**config.mk**
```make
export PLATFORM = sky130hd
export DESIGN_NAME = bucket_histogram_percent
export DESIGN_NICKNAME = d
export VERILOG_FILES = /design/src/sv/bhp_pkg.sv /design/src/sv/bucket_histogram_percent.sv /design/src/sv/bhp_div.sv
export VERILOG_INCLUDE_DIRS = /design/src /design/src/sv
export SDC_FILE = /design/constraint.sdc
export NUM_CORES = 2
export LEC_CHECK = 0
export ABC_CLOCK_PERIOD_IN_PS = 12400
export BUFFER_PORTS_ARGS = -buffer_cell sky130_fd_sc_hd__buf_2
export CORE_UTILIZATION = 30
export DETAILED_ROUTE_END_ITERATION = 8
export SYNTH_ARGS = -nofsm -noshare
export SYNTH_HDL_FRONTEND = slang
export SYNTH_SLANG_ARGS = --single-unit
```
**constraint.sdc**
```tcl
create_clock -name clk_i -period 12.4 [get_ports clk_i]
set_input_delay 1.24 -clock clk_i [delete_from_list [all_inputs] [get_ports clk_i]]
set_output_delay 1.24 -clock clk_i [all_outputs]
set_load 0.005 [all_outputs]
```
**src/sv/assert_macros.svh**
```systemverilog
// ---------------------------------------------------------------------------
// Assertion macros
// Shared concurrent assertion wrappers for the histogram block.
// ---------------------------------------------------------------------------
`ifndef ASSERT_MACROS_SVH
`define ASSERT_MACROS_SVH

// property holds at every rising clock edge outside reset
`define ASSERT_AT(lbl, clk, rst_n, prop, msg) \
  lbl: assert property (@(posedge clk) disable iff (!rst_n) prop) else $error(msg);

// condition never holds outside reset
`define ASSERT_NEVER(lbl, clk, rst_n, cond, msg) \
  lbl: assert property (@(posedge clk) disable iff (!rst_n) !(cond)) else $error(msg);

`endif

```
**src/sv/bhp_pkg.sv**
```systemverilog
// ---------------------------------------------------------------------------
// bhp_pkg
// Types and constants of the bucket histogram block.
// ---------------------------------------------------------------------------
package bhp_pkg;

  localparam int unsigned LIMIT_REGS = 8;
  localparam int unsigned LIM_IDX_W  = 3;
  localparam int unsigned DATA_W     = 32;
  localparam int unsigned SUM_W      = DATA_W + LIM_IDX_W;
  localparam int unsigned NUM_W      = DATA_W + 7;
  localparam int unsigned PCT_W      = 7;
  localparam int unsigned QSTEPS     = PCT_W;
  localparam int unsigned TRIAL_W    = SUM_W + QSTEPS - 1;
  localparam int unsigned PADDR_W    = 5;

  localparam logic STATUS_DONE    = 1'b0;
  localparam logic STATUS_IGNORED = 1'b1;

  typedef enum logic [2:0] {
    ST_IDLE,
    ST_SEARCH,
    ST_LASTCHK,
    ST_SUM,
    ST_DIVLOAD,
    ST_DIVRUN
  } state_e;

  typedef struct packed {
    logic             load;
    logic [NUM_W-1:0] num;
    logic [SUM_W-1:0] den;
  } div_req_t;

  typedef struct packed {
    logic             done;
    logic [PCT_W-1:0] quot;
  } div_rsp_t;

endpackage

```
**src/sv/bucket_histogram_percent.sv**
```systemverilog
// ---------------------------------------------------------------------------
// bucket_histogram_percent
// Bucketed sample histogram; reports every count and its percent share, or a single ignored result for a zero sample.
// ---------------------------------------------------------------------------
// Channel   Direction  Handshake                  Payload
// config    in/out     psel/penable/pwrite/pready paddr, pwdata, prdata
// sample    in         start && !busy             sample_i
// result    out        result_valid_o (1 cycle)   bucket_index_o, bucket_count_o,
//                                                 percent_o, last_o, status_o
//
// A zero sample gives its one result the next cycle; busy stays low.
// Other samples: a search over up to NUM_BUCKETS-1 limits, one last-bucket check,
// a sum of all NUM_BUCKETS counts, then a load and a run per bucket on the
// shared divider, all while busy is high.
// Reset clears all counts and limits; results cannot be stalled.
`include "assert_macros.svh"

module bucket_histogram_percent import bhp_pkg::*; #(
  parameter int unsigned NUM_BUCKETS = 8
) (
  input  logic               clk_i,
  input  logic               rst_ni,
  input  logic               psel,
  input  logic               penable,
  input  logic               pwrite,
  input  logic [PADDR_W-1:0] paddr,
  input  logic [DATA_W-1:0]  pwdata,
  output logic [DATA_W-1:0]  prdata,
  output logic               pready,
  input  logic               start,
  output logic               busy,
  input  logic [DATA_W-1:0]  sample_i,
  output logic               result_valid_o,
  output logic [2:0]         bucket_index_o,
  output logic [DATA_W-1:0]  bucket_count_o,
  output logic [PCT_W-1:0]   percent_o,
  output logic               last_o,
  output logic               status_o
);

  localparam int unsigned IDX_W = $clog2(NUM_BUCKETS);
  localparam logic [IDX_W-1:0] LAST_IDX = IDX_W'(NUM_BUCKETS - 1);
  localparam logic [IDX_W-1:0] LAST_SEARCH = IDX_W'(NUM_BUCKETS - 2);
  localparam logic [LIM_IDX_W-1:0] LAST_LIM = LIM_IDX_W'(NUM_BUCKETS - 1);

  state_e             state_q, state_d;
  logic [IDX_W-1:0]   idx_q, idx_d;
  logic [SUM_W-1:0]   total_q, total_d;
  logic [DATA_W-1:0]  sample_q;
  logic [DATA_W-1:0]  cnt_q, cnt_d;
  logic [DATA_W-1:0]  limit_q [LIMIT_REGS];
  logic [DATA_W-1:0]  counts_q [NUM_BUCKETS];
  logic               bump_en;
  logic [IDX_W-1:0]   bump_idx;
  logic               accept;
  logic               cfg_wr;
  logic [DATA_W-1:0]  cur_cnt;
  logic [NUM_W-1:0]   cur_ext;

  logic               out_valid_q, out_valid_d;
  logic [2:0]         out_idx_q, out_idx_d;
  logic [DATA_W-1:0]  out_cnt_q, out_cnt_d;
  logic [PCT_W-1:0]   out_pct_q, out_pct_d;
  logic               out_last_q, out_last_d;
  logic               out_status_q, out_status_d;

  div_req_t div_req;
  div_rsp_t div_rsp;

  bhp_div u_div (
    .clk_i  (clk_i),
    .rst_ni (rst_ni),
    .req_i  (div_req),
    .rsp_o  (div_rsp)
  );

  assign busy    = (state_q != ST_IDLE);
  assign accept  = start && !busy;
  assign cfg_wr  = psel && penable && pwrite && pready;
  assign pready  = 1'b1;
  assign prdata  = limit_q[paddr[PADDR_W-1:2]];
  assign cur_cnt = counts_q[idx_q];
  assign cur_ext = NUM_W'(cur_cnt);

  always_comb begin
    state_d      = state_q;
    idx_d        = idx_q;
    total_d      = total_q;
    cnt_d        = cnt_q;
    bump_en      = 1'b0;
    bump_idx     = idx_q;
    div_req.load = 1'b0;
    div_req.num  = (cur_ext << 6) + (cur_ext << 5) + (cur_ext << 2);
    div_req.den  = total_q;
    out_valid_d  = 1'b0;
    out_idx_d    = out_idx_q;
    out_cnt_d    = out_cnt_q;
    out_pct_d    = out_pct_q;
    out_last_d   = out_last_q;
    out_status_d = out_status_q;
    case (state_q)
      ST_IDLE: begin
        if (accept) begin
          if (sample_i == '0) begin
            out_valid_d  = 1'b1;
            out_idx_d    = '0;
            out_cnt_d    = '0;
            out_pct_d    = '0;
            out_last_d   = 1'b1;
            out_status_d = STATUS_IGNORED;
          end else begin
            state_d = ST_SEARCH;
            idx_d   = '0;
          end
        end
      end
      ST_SEARCH: begin
        if (sample_q < limit_q[LIM_IDX_W'(idx_q)]) begin
          bump_en = 1'b1;
          state_d = ST_LASTCHK;
        end else if (idx_q == LAST_SEARCH) begin
          state_d = ST_LASTCHK;
        end else begin
          idx_d = idx_q + 1'b1;
        end
      end
      ST_LASTCHK: begin
        bump_idx = LAST_IDX;
        bump_en  = (sample_q >= limit_q[LAST_LIM]);
        idx_d    = '0;
        total_d  = '0;
        state_d  = ST_SUM;
      end
      ST_SUM: begin
        total_d = total_q + SUM_W'(cur_cnt);
        if (idx_q == LAST_IDX) begin
          idx_d   = '0;
          state_d = ST_DIVLOAD;
        end else begin
          idx_d = idx_q + 1'b1;
        end
      end
      ST_DIVLOAD: begin
        div_req.load = 1'b1;
        cnt_d        = cur_cnt;
        state_d      = ST_DIVRUN;
      end
      ST_DIVRUN: begin
        if (div_rsp.done) begin
          out_valid_d  = 1'b1;
          out_idx_d    = 3'(idx_q);
          out_cnt_d    = cnt_q;
          out_pct_d    = (total_q == '0) ? '0 : div_rsp.quot;
          out_last_d   = (idx_q == LAST_IDX);
          out_status_d = STATUS_DONE;
          if (idx_q == LAST_IDX) begin
            state_d = ST_IDLE;
          end else begin
            idx_d   = idx_q + 1'b1;
            state_d = ST_DIVLOAD;
          end
        end
      end
      default: begin
        state_d = ST_IDLE;
      end
    endcase
  end

  always_ff @(posedge clk_i or negedge rst_ni) begin
    if (!rst_ni) begin
      state_q     <= ST_IDLE;
      idx_q       <= '0;
      out_valid_q <= 1'b0;
      for (int i = 0; i < LIMIT_REGS; i++) begin
        limit_q[i] <= '0;
      end
      for (int i = 0; i < NUM_BUCKETS; i++) begin
        counts_q[i] <= '0;
      end
    end else begin
      state_q     <= state_d;
      idx_q       <= idx_d;
      out_valid_q <= out_valid_d;
      if (cfg_wr) begin
        limit_q[paddr[PADDR_W-1:2]] <= pwdata;
      end
      if (bump_en && (counts_q[bump_idx] != '1)) begin
        counts_q[bump_idx] <= counts_q[bump_idx] + 1'b1;
      end
    end
  end

  always_ff @(posedge clk_i) begin
    if (accept) begin
      sample_q <= sample_i;
    end
    total_q      <= total_d;
    cnt_q        <= cnt_d;
    out_idx_q    <= out_idx_d;
    out_cnt_q    <= out_cnt_d;
    out_pct_q    <= out_pct_d;
    out_last_q   <= out_last_d;
    out_status_q <= out_status_d;
  end

  assign result_valid_o = out_valid_q;
  assign bucket_index_o = out_idx_q;
  assign bucket_count_o = out_cnt_q;
  assign percent_o      = out_pct_q;
  assign last_o         = out_last_q;
  assign status_o       = out_status_q;

  `ASSERT_AT(a_last_frees, clk_i, rst_ni,
             result_valid_o && last_o |-> !busy, "busy after final result")
  `ASSERT_AT(a_ignored_form, clk_i, rst_ni,
             result_valid_o && status_o |-> last_o && bucket_count_o == '0 && percent_o == '0,
             "malformed ignored result")
  `ASSERT_NEVER(a_pct_range, clk_i, rst_ni,
                result_valid_o && percent_o > PCT_W'(100), "percent above 100")
  `ASSERT_AT(a_div_in_run, clk_i, rst_ni,
             div_rsp.done |-> state_q == ST_DIVRUN, "divider done outside run state")

endmodule

```
**src/sv/bhp_div.sv**
```systemverilog
// ---------------------------------------------------------------------------
// bhp_div
// Restoring divider, one quotient bit per cycle, 7-bit quotient.
// ---------------------------------------------------------------------------
module bhp_div import bhp_pkg::*; (
  input  logic     clk_i,
  input  logic     rst_ni,
  input  div_req_t req_i,
  output div_rsp_t rsp_o
);

  logic [NUM_W-1:0]   rem_q, rem_d;
  logic [SUM_W-1:0]   den_q, den_d;
  logic [PCT_W-1:0]   quot_q, quot_d;
  logic [2:0]         k_q, k_d;
  logic               active_q, active_d;
  logic               done_q, done_d;
  logic [TRIAL_W-1:0] trial;
  logic               fits;

  assign trial = TRIAL_W'(den_q) << k_q;
  assign fits  = TRIAL_W'(rem_q) >= trial;

  always_comb begin
    rem_d    = rem_q;
    den_d    = den_q;
    quot_d   = quot_q;
    k_d      = k_q;
    active_d = active_q;
    done_d   = 1'b0;
    if (req_i.load) begin
      rem_d    = req_i.num;
      den_d    = req_i.den;
      quot_d   = '0;
      k_d      = 3'(QSTEPS - 1);
      active_d = 1'b1;
    end else if (active_q) begin
      if (fits) begin
        rem_d       = rem_q - NUM_W'(trial);
        quot_d[k_q] = 1'b1;
      end
      if (k_q == 3'd0) begin
        active_d = 1'b0;
        done_d   = 1'b1;
      end else begin
        k_d = k_q - 3'd1;
      end
    end
  end

  always_ff @(posedge clk_i or negedge rst_ni) begin
    if (!rst_ni) begin
      active_q <= 1'b0;
      done_q   <= 1'b0;
      k_q      <= '0;
    end else begin
      active_q <= active_d;
      done_q   <= done_d;
      k_q      <= k_d;
    end
  end

  always_ff @(posedge clk_i) begin
    rem_q  <= rem_d;
    den_q  <= den_d;
    quot_q <= quot_d;
  end

  assign rsp_o.done = done_q;
  assign rsp_o.quot = quot_q;

endmodule
```
==> impl_metrics.tcl <==
set metrics [dict create \
    hold-path-endpoint "u_div.quot_q[0]" \
    avgViaCountPerCell 5.407 \
    rrSetupSlack_ns 5.55 \
    ys_dominant_reg_cell "sky130_fd_sc_hd__dfrtp_1" \
    crit-reg2reg-launch "idx_q[1]" \
    placement_rows 138 \
    yosys.area_share.adder 0.06528 \
    max_slew_margin 0.2163 \
    top_level_ports 154 \
    commonest_non_fill_non_tap_cell_in_the_layout "sky130_fd_sc_hd__dfrtp_1" \
    clock_skew_after_layout_ns 0.07130 \
    die-height_um 381.7 \
    slowest_stage "sky130_fd_sc_hd__dfrtp_4" \
    detail_route.wl_per_cell_um 22.19 \
    post_cts_clock_slew_at_the_launch_and_capture_registers_of_the_worst_setup_and_hold_paths_ns 0.06 \
    htreeDepth 3 \
    post_synth_mux_area_share 0.2213 \
    final_cell_mix "518 x sky130_fd_sc_hd__dfrtp_1, 474 x sky130_fd_sc_hd__mux2_2, 217 x sky130_fd_sc_hd__edfxtp_1, 182 x sky130_fd_sc_hd__nand2_1, 176 x sky130_fd_sc_hd__ha_1" \
    utilization 0.3445 \
    holdCritStartpoint "u_div.quot_q[0]" \
    dieWidth_um 381.7 \
    yosysWarnings 0 \
    maxCapViolations 0 \
    largest_voltage_drop_on_the_vdd_net_mv 0.1360 \
    critical-path-top-delay-family "compound AO/OA/AOI/OAI gates" \
    dp_hpwl_um 82530 \
    clock-sinks 748 \
    power.leakage_uw 0.02074 \
    path_buf_inv 2 \
    synth_fp_nets 3871 \
    status "completed" \
    signal_arrival_time_at_the_worst_endpoint_ns 7.27 \
    coreArea_mm2 0.1423 \
    worstPathRequired_ns 12.82 \
    ff2ff_path_depth 17 \
    timing.critical_path.from_type "flop" \
    worstHoldPathType "flop to flop" \
    clk_root_buffer_cell "sky130_fd_sc_hd__clkbuf_16" \
    synth_top_cell_area_share 0.3032 \
    critPathCaptureType "flop" \
    rsz_0062_raised_after_global_routing "no" \
    main_area_contributors_after_synthesis "sky130_fd_sc_hd__dfrtp_1 30%, sky130_fd_sc_hd__edfxtp_1 15%, sky130_fd_sc_hd__mux2_2 12%" \
    cts_setup_buffers 0 \
    number_of_synthesized_flops_with_an_enable_pin 217 \
    setup_viol_count_final 0 \
    layout-drive-gt1-share 0.2797 \
    dr_total_vias 30580 \
    crit_start "idx_q[1]" \
    timing.hold.worst_path_depth 2 \
    worstPathMaxFanout 52 \
    insertion_delay_ns 0.72 \
    synthArstFlopShare 0.7005 \
    simple_gate_share_of_the_synthesized_area 0.08047 \
    syn_to_final_growth_pct 13.35 \
    cts_tree "yes" \
    initial_utilization 0.3039 \
    grt.total_usage 0.1704 \
    post-route-min-period_ns 6.851 \
    firstDrtPassIters 5 \
    nets 3972 \
    critical_path_class "flop to flop" \
    crit_path_cell_trace "buf_4, or2_2, o22ai_1, a31oi_1, inv_1, fa_1, ha_1, o211ai_1, a21oi_1, nor4_1, o21ai_0, a211o_1, a211o_1, a41o_1, a21oi_1, xor2_1, mux2i_1" \
    gpl.final_weighted_congestion 0.8648 \
    synth_area_leader_cell "sky130_fd_sc_hd__dfrtp_1" \
    gr-total-overflow 0 \
    grt_antenna_before_repair 20 \
    worst_pin_slew_ns 1.176 \
    power.density_mw_per_mm2 259.0 \
    postSynthAreaPerCell_um2 12.05 \
    largest_stage_delay_on_the_critical_path_ns 0.91 \
    portBuffers 150 \
    synth_compound_gate_area_share 0.1190 \
    remaining_antenna_violation_count 0 \
    setup_tns_ns 0 \
    synth_top_family_by_area "multiplexers" \
    synth_area_mm2 0.04324 \
    synth_cell_types 98 \
    total_clock_buffers_created_by_cts 84 \
    die_area_mm2 0.1457 \
    drt-total-wl_um 125500 \
    global_route_wire_length_before_repair_um 192200 \
    grt_start_max_net_pins 156 \
    ctsHoldBuffers 0 \
    grt_pass1_vias 30590 \
    max_clock_freq_mhz 146.0 \
    crit-reg2reg-capture "u_div.rem_q[34]" \
    syn-instance-count 3589 \
    clk_path_buf_depth 3 \
    post-route-drc-count 0 \
    synth-seq-cells 748 \
    cts_repair_resize_count 0 \
    synth_sequential_area_ratio 0.4572 \
    post-route-period-util 0.5525 \
    final_hold_viol_count 0 \
    drv_slew 0 \
    initial_drc_count 2379 \
    synth_xor_xnor_area_share 0.02451 \
]
-- registers in the layout (all words and copies together), names as in the netlist --
register        cells
bucket_count_o     32
bucket_index_o      3
cnt_q              32
counts_q          256
idx_q               3
last_o              1
limit_q           256
percent_o           7
result_valid_o      1
sample_q           32
state_q             3
status_o            1
total_q            35
u_div.active_q      1
u_div.den_q        35
u_div.done_q        1
u_div.k_q           3
u_div.quot_q        7
u_div.rem_q        39
-- worst max-delay path by stage --
stage / end / slack (ns) / cells after the start
detailed placement: u_div.rem_q[34] / 5.58 / 17
CTS: u_div.rem_q[34] / 5.53 / 17
global placement: u_div.rem_q[33] / 5.54 / 17
finish: u_div.rem_q[34] / 5.55 / 17
floorplan: u_div.rem_q[37] / 5.48 / 27
global route: u_div.rem_q[37] / 5.19 / 17
-- metrics by stage --
stage	worst slack [ns]	power (µW)	cell area, µm²	hold WS, ns	instances
floorplan	5.476	8266	43240	0.4398	3589
global placement	5.536	9926	46080	0.4615	5494
detailed placement	5.576	10050	46080	0.4584	5494
CTS	5.535	12750	49000	0.4705	5651
global route	5.186	13570	49010	0.4963	5653
finish	5.549	12700	49010	0.4696	5655
-- synth_stat cells (61+ instances only) --
cell	instances
sky130_fd_sc_hd__a21oi_1	165
sky130_fd_sc_hd__edfxtp_1	217
sky130_fd_sc_hd__o21ai_0	136
sky130_fd_sc_hd__mux4_2	111
sky130_fd_sc_hd__mux2i_1	128
sky130_fd_sc_hd__inv_1	98
sky130_fd_sc_hd__dfrtp_1	524
sky130_fd_sc_hd__xnor2_1	72
sky130_fd_sc_hd__ha_1	176
sky130_fd_sc_hd__a21o_1	77
sky130_fd_sc_hd__a22oi_1	134
sky130_fd_sc_hd__nor2_1	166
sky130_fd_sc_hd__clkbuf_1	132
sky130_fd_sc_hd__nand3_1	61
sky130_fd_sc_hd__mux2_2	474
sky130_fd_sc_hd__nand2_1	183
-- where the power goes --
| group | leakage (µW) | switching, µW | internal [µW] |
|---|---|---|---|
| sequential | 0.00881 | 423 | 3180 |
| clock | 0.00142 | 1120 | 1530 |
| combinational | 0.0105 | 3740 | 2700 |
-- worst reg2reg max path: stages, from the launching register on --
cell,delay (ns)
sky130_fd_sc_hd__dfrtp_4,0.91
sky130_fd_sc_hd__buf_4,0.70
sky130_fd_sc_hd__or2_2,0.40
sky130_fd_sc_hd__o22ai_1,0.17
sky130_fd_sc_hd__a31oi_1,0.61
sky130_fd_sc_hd__inv_1,0.34
sky130_fd_sc_hd__fa_1,0.55
sky130_fd_sc_hd__ha_1,0.38
sky130_fd_sc_hd__o211ai_1,0.11
sky130_fd_sc_hd__a21oi_1,0.09
sky130_fd_sc_hd__nor4_1,0.36
sky130_fd_sc_hd__o21ai_0,0.34
sky130_fd_sc_hd__a211o_1,0.40
sky130_fd_sc_hd__a211o_1,0.34
sky130_fd_sc_hd__a41o_1,0.26
sky130_fd_sc_hd__a21oi_1,0.16
sky130_fd_sc_hd__xor2_1,0.31
sky130_fd_sc_hd__mux2i_1,0.13
-- area by class of cell --
class,count,area [µm²]
antenna,4,10.01
clock buffer,107,2280
clock inverter,50,645.6
fill,14010,93260
inverter,101,384.1
multi-input combinational,2532,22220
sequential,748,19780
tap,1890,2365
timing repair buffer,223,1334
-- layer usage --
| layer | vias up | global-route usage | share of wire |
|---|---|---|---|
| met5 | - | 0 | 0.00053 |
| met4 | 12 | 0.06185 | 0.033 |
| met3 | 237 | 0.03186 | 0.063 |
| met2 | 994 | 0.2731 | 0.46 |
| met1 | 15480 | 0.2286 | 0.44 |
| li1 | 13860 | - | - |
-- logic make-up (layout without fill, tap and decap cells) --
group | count (synthesis) | count (layout)
compound gates | 762 | 762
xor+xnor | 121 | 121
fa+ha+maj | 207 | 207
buf+inv | 309 | 481
flops | 748 | 748
mux | 743 | 743
other cells | 1 | 5
simple gates | 698 | 698
Note: power is estimated with default switching activity, not from simulation.
